$ cat src/rtl/atd_pkg.sv
// Package for the accelerometer tamper detector.
// Holds the window, width constants and the lane control struct.
// It depends on nothing; every rtl module refers to it by scoped names.
`timescale 1ns / 1ps

package atd_pkg;

  localparam int WIN_LOG2   = 3;
  localparam int WINDOW_LEN = 1 << WIN_LOG2;
  localparam int IDX_W      = (WIN_LOG2 > 0) ? WIN_LOG2 : 1;

  localparam int AXES     = 3;
  localparam int SAMPLE_W = 10;
  localparam int THRESH_W = 20;

  localparam logic [THRESH_W-1:0] THRESH_RESET = THRESH_W'(100);

  // Averages drift at most a window's length below a sample's range.
  localparam int AVG_W  = SAMPLE_W + 2;
  localparam int DIFF_W = AVG_W + 1;
  localparam int SQ_W   = 2 * DIFF_W;
  localparam int NUM_W  = AVG_W + WIN_LOG2 + 1;

  localparam logic FUNC_UPDATE = 1'b0;
  localparam logic FUNC_PRIME  = 1'b1;

  typedef struct packed {
    logic             accept;
    logic             prime;
    logic [IDX_W-1:0] idx;
  } atd_ctrl_t;

endpackage

$ cat src/rtl/atd_lane.sv
// One axis lane of the tamper detector: running average, sample ring,
// registered deviation and its squared threshold check.
// Depends on atd_pkg.
`timescale 1ns / 1ps

module atd_lane (
  input  logic                          clk,
  input  logic                          rst,
  input  atd_pkg::atd_ctrl_t            ctrl,
  input  logic [atd_pkg::SAMPLE_W-1:0]  sample,
  input  logic [atd_pkg::THRESH_W-1:0]  threshold,
  output logic                          hit
);

  logic signed [atd_pkg::AVG_W-1:0]  avg;
  logic signed [atd_pkg::AVG_W-1:0]  avg_next;
  logic signed [atd_pkg::AVG_W-1:0]  sample_avg;
  logic [atd_pkg::SAMPLE_W-1:0]      ring [atd_pkg::WINDOW_LEN];
  logic signed [atd_pkg::DIFF_W-1:0] diff;
  logic signed [atd_pkg::DIFF_W-1:0] diff_next;
  logic signed [atd_pkg::NUM_W-1:0]  num;
  logic signed [atd_pkg::NUM_W-1:0]  num_adj;
  logic signed [atd_pkg::SQ_W-1:0]   sq;

  always_comb begin
    sample_avg = $signed({{(atd_pkg::AVG_W - atd_pkg::SAMPLE_W){1'b0}}, sample});
    diff_next  = atd_pkg::DIFF_W'(avg) - atd_pkg::DIFF_W'(sample_avg);
    num = (atd_pkg::NUM_W'(avg) <<< atd_pkg::WIN_LOG2)
        - $signed({{(atd_pkg::NUM_W - atd_pkg::SAMPLE_W){1'b0}}, ring[ctrl.idx]})
        + $signed({{(atd_pkg::NUM_W - atd_pkg::SAMPLE_W){1'b0}}, sample});
    // Bias negative sums so that the shift truncates toward zero.
    if (num[atd_pkg::NUM_W-1]) begin
      num_adj = num + $signed(atd_pkg::NUM_W'(atd_pkg::WINDOW_LEN - 1));
    end else begin
      num_adj = num;
    end
    avg_next = $signed(num_adj[atd_pkg::WIN_LOG2 +: atd_pkg::AVG_W]);
  end

  always_ff @(posedge clk) begin
    if (rst) begin
      avg <= '0;
      for (int k = 0; k < atd_pkg::WINDOW_LEN; k++) begin
        ring[k] <= '0;
      end
    end else if (ctrl.accept) begin
      if (ctrl.prime) begin
        avg <= sample_avg;
        for (int k = 0; k < atd_pkg::WINDOW_LEN; k++) begin
          ring[k] <= sample;
        end
      end else begin
        avg            <= avg_next;
        ring[ctrl.idx] <= sample;
      end
    end
  end

  always_ff @(posedge clk) begin
    if (ctrl.accept) begin
      diff <= diff_next;
    end
  end

  always_comb begin
    sq  = diff * diff;
    hit = sq > $signed({{(atd_pkg::SQ_W - atd_pkg::THRESH_W){1'b0}}, threshold});
  end

endmodule

$ cat src/rtl/atd_merge.sv
// Merge stage of the tamper detector: ORs the lane flags of one beat and
// holds the result register toward the receiver. Depends on atd_pkg.
`timescale 1ns / 1ps

module atd_merge (
  input  logic                      clk,
  input  logic                      rst,
  input  logic                      s1_valid,
  input  logic                      s1_prime,
  input  logic [atd_pkg::AXES-1:0]  lane_hit,
  input  logic                      result_stall,
  output logic                      s1_adv,
  output logic                      result_valid,
  output logic                      tamper
);

  logic out_free;
  logic tamper_next;

  always_comb begin
    out_free    = !result_valid || !result_stall;
    s1_adv      = s1_valid && out_free;
    tamper_next = s1_valid && !s1_prime && (|lane_hit);
  end

  always_ff @(posedge clk) begin
    if (rst) begin
      result_valid <= 1'b0;
      tamper       <= 1'b0;
    end else if (out_free) begin
      result_valid <= s1_valid;
      tamper       <= tamper_next;
    end
  end

  a_prime_clear: assert property (@(posedge clk) disable iff (rst)
    (s1_adv && s1_prime) |=> !tamper)
    else $error("prime beat produced a tamper flag");

  a_idle_clear: assert property (@(posedge clk) disable iff (rst)
    !result_valid |-> !tamper)
    else $error("tamper set without a valid result");

  a_hold_reason: assert property (@(posedge clk) disable iff (rst)
    (s1_valid && !s1_adv) |-> (result_valid && result_stall))
    else $error("stage held while output register could take it");

endmodule

$ cat src/rtl/accel_tamper_detector_unit.sv
// Accelerometer tamper detector: three axis lanes working side by side and
// a merge stage that combines their flags. Threshold register is local.
// Depends on atd_pkg, atd_lane and atd_merge.
//
// Usage: each input beat carries func and one 10-bit sample per axis on
// sample_valid/sample_stall. A prime beat (func = 1) loads every axis
// average and ring slot with its sample and returns tamper = 0. An update
// beat compares each axis average with its sample, flags tamper when a
// squared deviation exceeds tamper_threshold, and folds the sample into the
// eight-slot moving average. Every beat returns one result beat on
// result_valid/result_stall. The threshold is written through
// thresh_valid/thresh_ready, which is always ready; the user must write it
// only while no beat is in flight; the block does not enforce this. One
// beat is accepted every cycle while sample_stall is low; a beat's average
// update completes in the cycle it is accepted, and the squared deviation
// check is made in the deviation stage. When the receiver stalls, the
// result register holds and one more beat can wait in the deviation stage
// before sample_stall rises. Reset clears all averages, ring slots and the
// slot index to zero, empties the pipeline and sets the threshold to 100.
`timescale 1ns / 1ps

module accel_tamper_detector_unit (
  input  logic                          clk,
  input  logic                          rst,
  input  logic                          sample_valid,
  output logic                          sample_stall,
  input  logic                          func,
  input  logic [atd_pkg::SAMPLE_W-1:0]  x_sample,
  input  logic [atd_pkg::SAMPLE_W-1:0]  y_sample,
  input  logic [atd_pkg::SAMPLE_W-1:0]  z_sample,
  output logic                          result_valid,
  input  logic                          result_stall,
  output logic                          tamper,
  input  logic                          thresh_valid,
  output logic                          thresh_ready,
  input  logic [atd_pkg::THRESH_W-1:0]  tamper_threshold
);

  logic [atd_pkg::THRESH_W-1:0] threshold;
  logic [atd_pkg::IDX_W-1:0]    ring_index;
  logic [atd_pkg::IDX_W-1:0]    ring_index_next;
  logic                         s1_valid;
  logic                         s1_prime;
  logic                         s1_adv;
  logic                         accept;
  logic [atd_pkg::AXES-1:0]     lane_hit;
  logic [atd_pkg::SAMPLE_W-1:0] samples [atd_pkg::AXES];
  atd_pkg::atd_ctrl_t           ctrl;

  assign thresh_ready = 1'b1;

  always_comb begin
    sample_stall = s1_valid && !s1_adv;
    accept       = sample_valid && !sample_stall;
    ctrl.accept  = accept;
    ctrl.prime   = (func == atd_pkg::FUNC_PRIME);
    ctrl.idx     = ring_index;
    samples[0]   = x_sample;
    samples[1]   = y_sample;
    samples[2]   = z_sample;
    if (ring_index == atd_pkg::IDX_W'(atd_pkg::WINDOW_LEN - 1)) begin
      ring_index_next = '0;
    end else begin
      ring_index_next = ring_index + 1'b1;
    end
  end

  always_ff @(posedge clk) begin
    if (rst) begin
      threshold <= atd_pkg::THRESH_RESET;
    end else if (thresh_valid && thresh_ready) begin
      threshold <= tamper_threshold;
    end
  end

  always_ff @(posedge clk) begin
    if (rst) begin
      ring_index <= '0;
      s1_valid   <= 1'b0;
      s1_prime   <= 1'b0;
    end else begin
      if (accept) begin
        s1_valid <= 1'b1;
        s1_prime <= ctrl.prime;
        if (!ctrl.prime) begin
          ring_index <= ring_index_next;
        end
      end else if (s1_adv) begin
        s1_valid <= 1'b0;
      end
    end
  end

  for (genvar a = 0; a < atd_pkg::AXES; a++) begin : g_lane
    atd_lane u_lane (
      .clk       (clk),
      .rst       (rst),
      .ctrl      (ctrl),
      .sample    (samples[a]),
      .threshold (threshold),
      .hit       (lane_hit[a])
    );
  end

  atd_merge u_merge (
    .clk          (clk),
    .rst          (rst),
    .s1_valid     (s1_valid),
    .s1_prime     (s1_prime),
    .lane_hit     (lane_hit),
    .result_stall (result_stall),
    .s1_adv       (s1_adv),
    .result_valid (result_valid),
    .tamper       (tamper)
  );

  a_index_range: assert property (@(posedge clk) disable iff (rst)
    ring_index <= atd_pkg::IDX_W'(atd_pkg::WINDOW_LEN - 1))
    else $error("ring index beyond window");

  a_prime_keeps_index: assert property (@(posedge clk) disable iff (rst)
    (accept && ctrl.prime) |=> $stable(ring_index))
    else $error("prime beat moved the ring index");

  a_stall_only_when_full: assert property (@(posedge clk) disable iff (rst)
    !s1_valid |-> !sample_stall)
    else $error("input stalled with an empty deviation stage");

endmodule
$ cat config.mk
export PLATFORM = sky130hd
export DESIGN_NAME = accel_tamper_detector_unit
export DESIGN_NICKNAME = d
export VERILOG_FILES = /design/src/rtl/atd_pkg.sv /design/src/rtl/atd_lane.sv /design/src/rtl/atd_merge.sv /design/src/rtl/accel_tamper_detector_unit.sv
export SDC_FILE = /design/constraint.sdc
export NUM_CORES = 2
export LEC_CHECK = 0
export ABC_AREA = 1
export BUFFER_PORTS_ARGS = -buffer_cell sky130_fd_sc_hd__buf_2
export CAP_MARGIN = 20
export CORE_UTILIZATION = 71
export CTS_BUF_LIST = sky130_fd_sc_hd__clkbuf_4 sky130_fd_sc_hd__clkbuf_8
export DETAILED_ROUTE_END_ITERATION = 7
export GPL_TIMING_DRIVEN = 0
export PLACE_DENSITY = 0.88
export SYNTH_ARGS = -nofsm -noshare
export SYNTH_HDL_FRONTEND = slang
export SYNTH_HIERARCHICAL = 1
export SYNTH_SLANG_ARGS = --single-unit
$ cat constraint.sdc
create_clock -name clk -period 15.2 [get_ports clk]
set_input_delay 0.76 -clock clk [delete_from_list [all_inputs] [get_ports clk]]
set_output_delay 0.76 -clock clk [all_outputs]
set_load 0.1 [all_outputs]
==> impl_metrics.tcl <==
set metrics [dict create \
    status "completed" \
    cts-hold-fix-buffers 0 \
    ys_types 60 \
    clock.fmax_mhz 123 \
    yosys_warnings 6 \
    crit_top_cell "nand2_1" \
    areaGrowthSynthToFinish_pct 6.13 \
    routed_via_density 5.74 \
    die-area_mm2 0.0564 \
    tightest_slew_ns 1.06 \
    grt_usage 0.358 \
    ys.flop_type "edfxtp_1" \
    clockBufferDepth 3 \
    max_stage_delay_ns 0.84 \
    grt_max_degree 27 \
    num_antenna_cells 0 \
    yosys-top-cells-area "fa_1 23%, edfxtp_1 21%, ha_1 12%" \
    critPathLaunchType "flop" \
    fin_ws_ns 7.09 \
    async_flop_share 0 \
    reg2reg_depth 32 \
    ys_ff_latch 342 \
    finalHoldViolCount 0 \
    regArea_mm2 0.00964 \
    die_w_um 238 \
    relSlewSlack 0.291 \
    min_from "tamper_threshold[11]" \
    place_ws_ns 7.21 \
    pin_count 60 \
    drt-pass1-iter-count 7 \
    cts_buffers 54 \
    hold_depth 3 \
    skew_ns 0.0374 \
    wl_met3_um 9890 \
    root_buffer "clkbuf_8" \
    wire_per_inst_um 17.3 \
    floorplan.initialDensity 0.725 \
    yosys.area.top_type_share 0.227 \
    gr-total-overflow 0 \
    wl_met2_um 46600 \
    path_class "flop to flop" \
    htree_levels 2 \
    top_layer "met4" \
    cpMaxStageDelayCell "fa_1" \
    hpwl_um 78500 \
    post_route_cells_drive_above_1_share 0.0609 \
    hold_end "threshold[11]" \
    grt_first_pass_wirelength_um 161000 \
    r2r_end "u_merge/tamper" \
    cts_tree "done" \
    layout_commonest_cell "inv_1" \
    synth_fp_nets 5651 \
    layout_common_cells "1050 x inv_1, 882 x nand2_1, 593 x nor2_1" \
    post_cts_buffers 0 \
    fillers 3620 \
    antenna_left 0 \
    drt-total-wl_um 98500 \
    grt_pass1_vias 33000 \
    ys_seq_area_frac 0.245 \
    setup_violations 0 \
    maxSlewViolCount 0 \
    vias 32700 \
    rows 85 \
    fin_nets 5784 \
    coreArea_mm2 0.0543 \
    cp.required_ns 15.78 \
    finalSetupTns_ns 0 \
    rrSetupSlack_ns 7.09 \
    gp_congestion 0.960 \
    synthCells 4783 \
    syn_area_mm2 0.0394 \
    cap_violations 0 \
    clk_pin_slew_ns 0.06 \
    die_h_um 238 \
    cp-end-kind "flop" \
    cts_resized 0 \
    port_buffers 58 \
    clk_latency_ns 0.67 \
    cts_sinks 342 \
    min_period_ns 8.11 \
    multi_input_area_mm2 0.0252 \
    synth_top_cell_by_area "fa_1" \
    syn_area_per_cell_um2 8.24 \
    hp-class "input pin to flop" \
    synth_edf_count 279 \
    grt_antenna_before_repair 0 \
    drc 0 \
    min_period_over_period 0.534 \
    cp_max_fo 10 \
    drt_iter0_drc 3671 \
    arrival_ns 8.69 \
    r2r-start "g_lane[0].u_lane/diff[12]" \
    wl_met1_um 38100 \
    rsz0062_at_grt "no" \
]
layout make-up:
class | count | area share
multi-input cells | 3244 | 0.603
flip-flops and latches | 342 | 0.230
inverters | 1106 | 0.0993
clock buffers | 78 | 0.0225
well taps | 739 | 0.0221
repair buffers | 77 | 0.0102
plain buffers | 91 | 0.00904
clock inverters | 22 | 0.00293
through the flow:
step	utilization	instance area, µm²	hold WS, ns	std cells
5_1_grt	0.770	41800	0.304	5699
4_1_cts	0.770	41800	0.279	5699
3_3_place_gp	0.747	40600	0.441	5580
2_1_floorplan	-	39400	0.426	4783
3_5_place_dp	0.750	40800	0.450	5599
6_report	0.770	41800	0.314	5699
how the worst max path moves through the flow:
stage	startpoint	to	slack, ns	cells past startpoint
CTS	g_lane[0].u_lane/diff[12]	u_merge/tamper	7.17	32
global route	g_lane[0].u_lane/diff[12]	u_merge/tamper	6.64	32
finish	g_lane[0].u_lane/diff[12]	u_merge/tamper	7.09	32
global placement	g_lane[0].u_lane/diff[8]	u_merge/tamper	7.32	29
detailed placement	g_lane[0].u_lane/diff[12]	u_merge/tamper	7.21	32
floorplan	g_lane[0].u_lane/diff[12]	u_merge/tamper	8.63	34
synthesized netlist by cell type, drive strengths merged (13+ instances only):
| cell | count |
|---|---|
| clkinv | 34 |
| o21ai | 161 |
| xnor2 | 58 |
| inv | 1072 |
| o21bai | 21 |
| fa | 447 |
| nand4 | 50 |
| o2111ai | 17 |
| dfxtp | 63 |
| a21oi | 168 |
| a31oi | 20 |
| clkbuf | 78 |
| xor2 | 81 |
| nor3 | 25 |
| a22oi | 18 |
| nand2 | 919 |
| nor2 | 616 |
| nand3 | 165 |
| buf | 13 |
| edfxtp | 279 |
| ha | 365 |
| o22ai | 23 |
sequential cells by signal, summed over array words and instances, names as in the netlist:
register,cells
g_lane.u_lane/diff,39
s1_valid,1
threshold,20
g_lane.u_lane/ring,240
g_lane.u_lane/avg,36
u_merge/tamper,1
u_merge/result_valid,1
ring_index,3
s1_prime,1
routing by layer:
metal  vias to the layer above  global-route usage
met5                         -                   0
met4                         0               0.138
met3                       340              0.0581
met2                      1778               0.601
met1                     15400               0.467
li1                      15200                   -
critical path, delay by kind of cell (launching register included):
family	cells	cell delay, ns
adder cells (fa/ha/maj)	8	3.94
AND/OR/NAND/NOR	15	1.98
buffers and inverters	5	0.99
AO/OA/AOI/OAI	3	0.50
flip-flops	1	0.47
XOR/XNOR	1	0.14
cells by family (layout without fill, tap and decap cells):
logic type | after synthesis | in the layout | share of synthesized area
fa+ha+maj | 812 | 812 | 0.343
xor+xnor | 139 | 139 | 0.0313
other cells | 1 | 1 | 0.0000952
flops | 342 | 342 | 0.245
simple gates | 1805 | 1805 | 0.193
buf+inv | 1197 | 1374 | 0.115
compound gates | 487 | 487 | 0.0735
Power is not shown: default switching activity piles up to over one toggle a cycle in this logic, so the estimate is an artifact.
